==> config.mk <==
export PLATFORM = sky130hd
export DESIGN_NAME = stream_find_replace
export DESIGN_NICKNAME = d
export VERILOG_FILES = /design/src/design/sfr_pkg.sv /design/src/design/sfr_cfg.sv /design/src/design/sfr_cell.sv /design/src/design/stream_find_replace.sv
export SDC_FILE = /design/constraint.sdc
export NUM_CORES = 1
export LEC_CHECK = 0
export ABC_AREA = 1
export BUFFER_PORTS_ARGS = -buffer_cell sky130_fd_sc_hd__clkbuf_2
export CAP_MARGIN = 20
export CORE_MARGIN = 2
export CORE_UTILIZATION = 35
export DETAILED_ROUTE_END_ITERATION = 10
export GPL_TIMING_DRIVEN = 0
export HOLD_SLACK_MARGIN = 0.02
export MAX_ROUTING_LAYER = met4
export REMOVE_ABC_BUFFERS = 1
export SLEW_MARGIN = 20
export SYNTH_ARGS = -nofsm -noshare
export SYNTH_HDL_FRONTEND = slang
export SYNTH_SLANG_ARGS = --single-unit
==> constraint.sdc <==
create_clock -name i_clk -period 2.2 [get_ports i_clk]
set_input_delay 0.44 -clock i_clk [delete_from_list [all_inputs] [get_ports i_clk]]
set_output_delay 0.44 -clock i_clk [all_outputs]
set_load 0.01 [all_outputs]
==> src/design/sfr_pkg.sv <==
// Shared types and constants for the stream find-and-replace block.
// Used by sfr_cfg, sfr_cell and stream_find_replace; depends on nothing.
package sfr_pkg;

    localparam int MAX_PATTERN     = 8;
    localparam int MAX_REPLACEMENT = 8;
    localparam int BYTE_W          = 8;
    localparam int CFG_DATA_W      = 64;
    localparam int CFG_IDX_W       = 2;
    localparam int LEN_W           = 4;
    localparam int RIDX_W          = $clog2(MAX_REPLACEMENT);

    localparam logic [CFG_IDX_W-1:0] REG_PAT_BYTES = 2'd0;
    localparam logic [CFG_IDX_W-1:0] REG_PAT_LEN   = 2'd1;
    localparam logic [CFG_IDX_W-1:0] REG_REP_BYTES = 2'd2;
    localparam logic [CFG_IDX_W-1:0] REG_REP_LEN   = 2'd3;

    typedef struct packed {
        logic [CFG_DATA_W-1:0] pat;
        logic [LEN_W-1:0]      plen;
        logic [CFG_DATA_W-1:0] rep;
        logic [LEN_W-1:0]      rlen;
    } t_cfg;

    typedef struct packed {
        logic take_in;
        logic shift;
        logic used;
    } t_cell_ctl;

    typedef enum logic [1:0] {
        ST_IDLE,
        ST_REPL,
        ST_SHIFT,
        ST_MARK
    } t_state;

endpackage

==> src/design/sfr_cfg.sv <==
// Configuration registers of the find-and-replace block with length saturation.
// Depends on sfr_pkg.
module sfr_cfg (
    input  logic                           i_clk,
    input  logic                           i_rst_n,
    input  logic                           i_we,
    input  logic [sfr_pkg::CFG_IDX_W-1:0]  i_index,
    input  logic [sfr_pkg::CFG_DATA_W-1:0] i_data,
    input  logic                           i_window_empty,
    output sfr_pkg::t_cfg                  o_cfg
);
    import sfr_pkg::*;

    t_cfg             r_cfg;
    t_cfg             n_cfg;
    logic [LEN_W-1:0] v4;

    always_comb begin
        v4    = i_data[LEN_W-1:0];
        n_cfg = r_cfg;
        if (i_we) begin
            unique case (i_index)
                REG_PAT_BYTES: n_cfg.pat = i_data;
                REG_PAT_LEN: begin
                    if (i_window_empty) begin
                        if (v4 == '0)
                            n_cfg.plen = LEN_W'(1);
                        else if (v4 > LEN_W'(MAX_PATTERN))
                            n_cfg.plen = LEN_W'(MAX_PATTERN);
                        else
                            n_cfg.plen = v4;
                    end
                end
                REG_REP_BYTES: n_cfg.rep = i_data;
                REG_REP_LEN: begin
                    if (v4 > LEN_W'(MAX_REPLACEMENT))
                        n_cfg.rlen = LEN_W'(MAX_REPLACEMENT);
                    else
                        n_cfg.rlen = v4;
                end
                default: n_cfg = r_cfg;
            endcase
        end
    end

    always_ff @(posedge i_clk) begin
        if (!i_rst_n) begin
            r_cfg.pat  <= '0;
            r_cfg.plen <= LEN_W'(1);
            r_cfg.rep  <= '0;
            r_cfg.rlen <= '0;
        end else begin
            r_cfg <= n_cfg;
        end
    end

    assign o_cfg = r_cfg;

endmodule

==> src/design/sfr_cell.sv <==
// One window cell: holds a byte, shifts toward cell zero, compares to its pattern byte.
// Depends on sfr_pkg.
module sfr_cell (
    input  logic                       i_clk,
    input  sfr_pkg::t_cell_ctl         i_ctl,
    input  logic [sfr_pkg::BYTE_W-1:0] i_in_byte,
    input  logic [sfr_pkg::BYTE_W-1:0] i_next_byte,
    input  logic [sfr_pkg::BYTE_W-1:0] i_pat_byte,
    input  logic                       i_match,
    output logic [sfr_pkg::BYTE_W-1:0] o_byte,
    output logic                       o_match
);
    import sfr_pkg::*;

    logic [BYTE_W-1:0] r_byte;
    logic [BYTE_W-1:0] cand;

    always_ff @(posedge i_clk) begin
        if (i_ctl.take_in) begin
            r_byte <= i_in_byte;
        end else if (i_ctl.shift) begin
            r_byte <= i_next_byte;
        end
    end

    assign cand    = i_ctl.take_in ? i_in_byte : r_byte;
    assign o_match = i_match & (~i_ctl.used | (cand == i_pat_byte));
    assign o_byte  = r_byte;

endmodule

==> src/design/stream_find_replace.sv <==
// Stream find-and-replace: lookahead window of cells, emit sequencer, output register.
// Results of an item pass through the emit sequencer's state register and then the output register.
// New items are taken only while the emit sequencer is idle, not while it emits results or waits on the output.
// Reset: synchronous active-low; window empty, flag cleared, config registers to defaults, output valid cleared.
// Depends on sfr_pkg, sfr_cfg and sfr_cell.
module stream_find_replace (
    input  logic                           i_clk,
    input  logic                           i_rst_n,
    input  logic                           i_valid,
    output logic                           o_ready,
    input  logic [sfr_pkg::BYTE_W-1:0]     i_in_byte,
    input  logic                           i_in_last,
    output logic                           o_valid,
    input  logic                           i_ready,
    output logic [sfr_pkg::BYTE_W-1:0]     o_out_byte,
    output logic                           o_byte_valid,
    output logic                           o_out_last,
    output logic                           o_any_found,
    input  logic                           i_cfg_valid,
    output logic                           o_cfg_ready,
    input  logic [sfr_pkg::CFG_IDX_W-1:0]  i_cfg_index,
    input  logic [sfr_pkg::CFG_DATA_W-1:0] i_cfg_data
);
    import sfr_pkg::*;

    t_cfg              cfg;
    t_state            r_state;
    t_state            n_state;
    logic [LEN_W-1:0]  r_cnt;
    logic [LEN_W-1:0]  n_cnt;
    logic              r_found;
    logic              r_last;
    logic [RIDX_W-1:0] r_ridx;

    logic              r_o_valid;
    logic [BYTE_W-1:0] r_o_byte;
    logic              r_o_bvalid;
    logic              r_o_last;
    logic              r_o_any;

    logic              accept;
    logic              slot;
    logic [LEN_W-1:0]  cnt_new;
    logic              full;
    logic              match;
    logic              rep_done;
    logic              emit;
    logic              shift;
    logic [BYTE_W-1:0] e_byte;
    logic              e_bvalid;
    logic              e_last;
    logic              end_stream;

    t_cell_ctl         cell_ctl [MAX_PATTERN];
    logic [BYTE_W-1:0] cell_byte [MAX_PATTERN+1];
    logic              mchain [MAX_PATTERN+1];

    sfr_cfg u_cfg (
        .i_clk          (i_clk),
        .i_rst_n        (i_rst_n),
        .i_we           (i_cfg_valid & o_cfg_ready),
        .i_index        (i_cfg_index),
        .i_data         (i_cfg_data),
        .i_window_empty (r_cnt == '0),
        .o_cfg          (cfg)
    );

    assign o_cfg_ready = 1'b1;
    assign o_ready     = (r_state == ST_IDLE);
    assign accept      = i_valid & o_ready;
    assign slot        = ~r_o_valid | i_ready;
    assign cnt_new     = r_cnt + LEN_W'(1);
    assign full        = (cnt_new == cfg.plen);
    assign rep_done    = ((LEN_W'(r_ridx) + LEN_W'(1)) == cfg.rlen);

    assign mchain[0]              = 1'b1;
    assign cell_byte[MAX_PATTERN] = '0;

    for (genvar k = 0; k < MAX_PATTERN; k++) begin : g_cell
        always_comb begin
            cell_ctl[k].take_in = accept & (r_cnt == LEN_W'(k));
            cell_ctl[k].shift   = shift;
            cell_ctl[k].used    = (LEN_W'(k) < cfg.plen);
        end

        sfr_cell u_cell (
            .i_clk       (i_clk),
            .i_ctl       (cell_ctl[k]),
            .i_in_byte   (i_in_byte),
            .i_next_byte (cell_byte[k+1]),
            .i_pat_byte  (cfg.pat[k*BYTE_W +: BYTE_W]),
            .i_match     (mchain[k]),
            .o_byte      (cell_byte[k]),
            .o_match     (mchain[k+1])
        );
    end

    assign match = mchain[MAX_PATTERN];

    always_comb begin
        n_state = r_state;
        unique case (r_state)
            ST_IDLE: begin
                if (accept) begin
                    if (full && match) begin
                        if (cfg.rlen != '0)
                            n_state = ST_REPL;
                        else if (i_in_last)
                            n_state = ST_MARK;
                        else
                            n_state = ST_IDLE;
                    end else if (full || i_in_last) begin
                        n_state = ST_SHIFT;
                    end
                end
            end
            ST_REPL: begin
                if (slot && rep_done)
                    n_state = ST_IDLE;
            end
            ST_SHIFT: begin
                if (slot && (!r_last || r_cnt == LEN_W'(1)))
                    n_state = ST_IDLE;
            end
            ST_MARK: begin
                if (slot)
                    n_state = ST_IDLE;
            end
            default: n_state = ST_IDLE;
        endcase
    end

    always_comb begin
        emit     = 1'b0;
        shift    = 1'b0;
        e_byte   = '0;
        e_bvalid = 1'b1;
        e_last   = 1'b0;
        unique case (r_state)
            ST_IDLE: begin
                emit = 1'b0;
            end
            ST_REPL: begin
                emit   = slot;
                e_byte = cfg.rep[{r_ridx, 3'b000} +: BYTE_W];
                e_last = r_last & rep_done;
            end
            ST_SHIFT: begin
                emit   = slot;
                shift  = slot;
                e_byte = cell_byte[0];
                e_last = r_last & (r_cnt == LEN_W'(1));
            end
            ST_MARK: begin
                emit     = slot;
                e_bvalid = 1'b0;
                e_last   = 1'b1;
            end
            default: emit = 1'b0;
        endcase
    end

    assign end_stream = emit & e_last;

    always_comb begin
        n_cnt = r_cnt;
        if (accept)
            n_cnt = (full && match) ? '0 : cnt_new;
        else if (shift)
            n_cnt = r_cnt - LEN_W'(1);
    end

    always_ff @(posedge i_clk) begin
        if (!i_rst_n) begin
            r_state   <= ST_IDLE;
            r_cnt     <= '0;
            r_found   <= 1'b0;
            r_last    <= 1'b0;
            r_ridx    <= '0;
            r_o_valid <= 1'b0;
        end else begin
            r_state <= n_state;
            r_cnt   <= n_cnt;
            if (accept && full && match)
                r_found <= 1'b1;
            else if (end_stream)
                r_found <= 1'b0;
            if (accept) begin
                r_last <= i_in_last;
                r_ridx <= '0;
            end else if (emit && r_state == ST_REPL) begin
                r_ridx <= r_ridx + RIDX_W'(1);
            end
            if (emit)
                r_o_valid <= 1'b1;
            else if (i_ready)
                r_o_valid <= 1'b0;
        end
    end

    always_ff @(posedge i_clk) begin
        if (emit) begin
            r_o_byte   <= e_byte;
            r_o_bvalid <= e_bvalid;
            r_o_last   <= e_last;
            r_o_any    <= e_last & r_found;
        end
    end

    assign o_valid      = r_o_valid;
    assign o_out_byte   = r_o_byte;
    assign o_byte_valid = r_o_bvalid;
    assign o_out_last   = r_o_last;
    assign o_any_found  = r_o_any;

endmodule

==> summary.txt <==
Timing
  • Slew HR: 0.4827
  • Hold slack: 0.1373 ns
  • Setup TNS: -2.740 ns
  • Final hold vios: 0
  • Fin. max-slew vios: 0
  • Worst Skew: 0.009039 ns
  • Fin crit share: 1.187
  • Final setup margin: -0.4112 ns
  • F_max: 0.3830 GHz
  • # setup viols final: 7
  • Slew @ Worst Pin: 0.7760 ns
  • RSZ-0062 raised after global routing: yes
  • Crit path time final: 2.611 ns

Critical path
  • Worst reg2reg path startpoint: r_cnt[1]
  • Crit path max fanout: 8
  • Reg2Reg Setup Slack: -0.41 ns
  • Reg2Reg Depth: 15
  • CP arrival: 3.01 ns
  • CP Class: reg -> reg
  • Crit. End Element: flip-flop
  • Setup crit start kind: flip-flop
  • RR Endpoint: r_cnt[0]
  • Critical path required time: 2.60 ns

Placement
  • IO buf count: 92
  • Post-DP HPWL: 25240 microns
  • GP Congestion: 0.8695

Clock tree
  • H-tree depth: 1
  • Clk sink count: 223
  • Worst-path clk slew: 0.07 ns
  • Num CTS Buffers: 27
  • Clock latency on the worst-skew pair: 0.54 ns
  • Deepest clock path buffer count: 3
  • CTS tree: built
  • Root buffer cell: clkbuf_16
  • Count of hold-fix buffers inserted at cts: 0

Synth
  • Main synth FF type: dfxtp_1
  • Synthesis-stage register bit count: 223
  • Asr flop ratio synth: 0
  • Syn Area/Cell: 7.088 sq um
  • Synthesized instance count: 1589
  • Synth unique cells: 39
  • Sequential element share of the synthesized area: 0.4630
  • Post-synth EDFFs: 75
  • Mapped Area: 11260 sq um
  • Synth Warn #: 0

Finish
  • Commonest cells after routing, fill and taps aside: 443 x nand2_1, 230 x nor2_1, 159 x o21ai_0
  • Inserted Diodes: 0
  • Leading cell type in the layout, fill and taps excluded: nand2_1
  • Nets: 1779
  • Area delta synth->final: 24.46%
  • Multi-input gate area: 5906 sq um
  • Share of layout cells above drive strength 1: 0.1949
  • Filler cells: 3228
  • Register area: 5235 sq um

Power and ir drop
  • Worst VDD drop: 0.6787 mV
  • PD cells: 1117 nW/um^2
  • PnR Total Power: 15.66 mW
  • Leak: 6.351 nW

Worst hold path
  • Tightest Hold Check Type: in -> reg
  • Hold EP: u_cfg.o_cfg[51]
  • Hold Path Stages: 3
  • Hold Startpoint: i_cfg_data[47]

Drt
  • Via Count: 10900
  • Initial drt markers: 860
  • First drt pass iteration count: 5
  • Post-route antenna net violation count: 0
  • Post-Route WL: 37400 microns
  • DR WL/cell: 17.72 microns
  • Vias per inst: 5.162
  • Remaining DRCs: 0

Outcome
  • Status: finished, violations left
  • Failing checks: negative setup slack

Global routing
  • Antenna violations before repair: 0
  • Total GRT Usage: 0.2224
  • Global-route wire length before repair: 56390 microns
  • Largest net degree at the start of global routing: 136
  • Vias in the first global route: 10090
  • GRT Residual Overflow: 0

Floorplan
  • Die area: 33630 sq um
  • Row count: 65
  • Total I/O pin count: 94
  • CORE AREA: 31640 sq um
  • Die X-Extent: 183.4 microns
  • Starting Density: 0.3560
  • Die H: 183.4 microns

Job
  • Maxcap violations: 0
==> power by group <==
| group | total (mW) | internal, mW | switching (mW) |
|---|---|---|---|
| sequential | 5.86 | 5.32 | 0.534 |
| combinational | 5.19 | 1.82 | 3.38 |
| clock | 4.61 | 2.73 | 1.88 |
==> synthesized netlist by cell type (8+ instances only) <==
master | n | area share
a21oi_1 | 86 | 0.038
buf_2 | 12 | 0.0053
clkbuf_1 | 52 | 0.017
dfxtp_1 | 148 | 0.26
edfxtp_1 | 75 | 0.20
ha_1 | 11 | 0.012
inv_1 | 104 | 0.035
nand2_1 | 503 | 0.17
nand2_2 | 8 | 0.0044
nand3_1 | 73 | 0.032
nand3b_1 | 16 | 0.011
nand4_1 | 11 | 0.0061
nor2_1 | 247 | 0.082
nor3_1 | 18 | 0.0080
o21ai_0 | 159 | 0.071
o221ai_1 | 8 | 0.0062
o311ai_0 | 8 | 0.0062
==> sequential cells by signal, summed over array words and instances, names as in the netlist <==
signal,cells
r_cnt,4
o_valid,1
o_any_found,1
u_cfg.o_cfg,136
r_last,1
o_out_last,1
r_found,1
r_ridx,3
o_byte_valid,1
o_out_byte,8
g_cell.u_cell.o_byte,64
r_state,2
==> per-layer routing <==
layer,up-vias,GRT usage,wire (microns)
met3,42,0.03316,2915
met4,0,0.04256,720
met2,411,0.3473,16930
met1,5079,0.3084,16830
met5,-,-,0
li1,5366,-,-
==> cells by family after synthesis <==
logic type | share of synthesized area
AND/OR/NAND/NOR | 0.3259
AO/OA/AOI/OAI | 0.1265
flip-flops | 0.4630
buffers and inverters | 0.06499
adder cells (fa/ha/maj) | 0.01222
XOR/XNOR | 0.006999
other | 0.0003329
==> area by class of cell <==
type,count,share of cell area
inverters,109,0.03177
repair buffers,139,0.07176
flip-flops and latches,223,0.3734
well taps,402,0.03588
clock buffers,36,0.05802
clock inverters,14,0.007854
multi-input cells,1188,0.4213
==> worst max-delay path, cell delays in order, from the launching register on <==
cell,delay [ns]
dfxtp_2,0.41
ha_2,0.25
nand3_2,0.18
nor2_4,0.20
buf_12,0.15
nand2_1,0.08
nand3_1,0.11
nand4_1,0.13
nor2_1,0.14
nand2_2,0.13
a21oi_2,0.16
nand2_2,0.08
nor2_4,0.20
nand3_4,0.11
nand2_2,0.08
a21oi_2,0.05
==> stage by stage <==
step | util | worst slack (ns) | std cells | instance area [sq um]
detailed placement | 0.3810 | -1.082 | 2016 | 12050
global placement | 0.3763 | -6.397 | 2010 | 11900
finish | 0.4431 | -0.4112 | 2111 | 14020
global route | 0.4431 | -0.5223 | 2111 | 14020
floorplan | - | -2.000 | 1516 | 10940
CTS | 0.4315 | -0.3372 | 2094 | 13650
==> what timing repair did <==
item,CTS,global route
cloned,3,1
pin swaps,24,36
gates resized for setup,103,70
hold endpoints to repair,0,0
setup buffers,25,16
endpoints found under the setup margin,82,21
==> worst max-delay path by stage <==
stage | from | cells after the start | endpoint
5_1_grt | r_state[0] | 16 | r_cnt[0]
4_1_cts | r_state[1] | 20 | r_cnt[0]
2_1_floorplan | i_cfg_valid | 5 | u_cfg.o_cfg[10]
6_report | r_cnt[1] | 15 | r_cnt[0]
3_3_place_gp | i_cfg_index[1] | 6 | u_cfg.o_cfg[46]
3_5_place_dp | r_state[0] | 17 | r_cnt[0]
No activity file was read; power rests on OpenSTA's default activity.
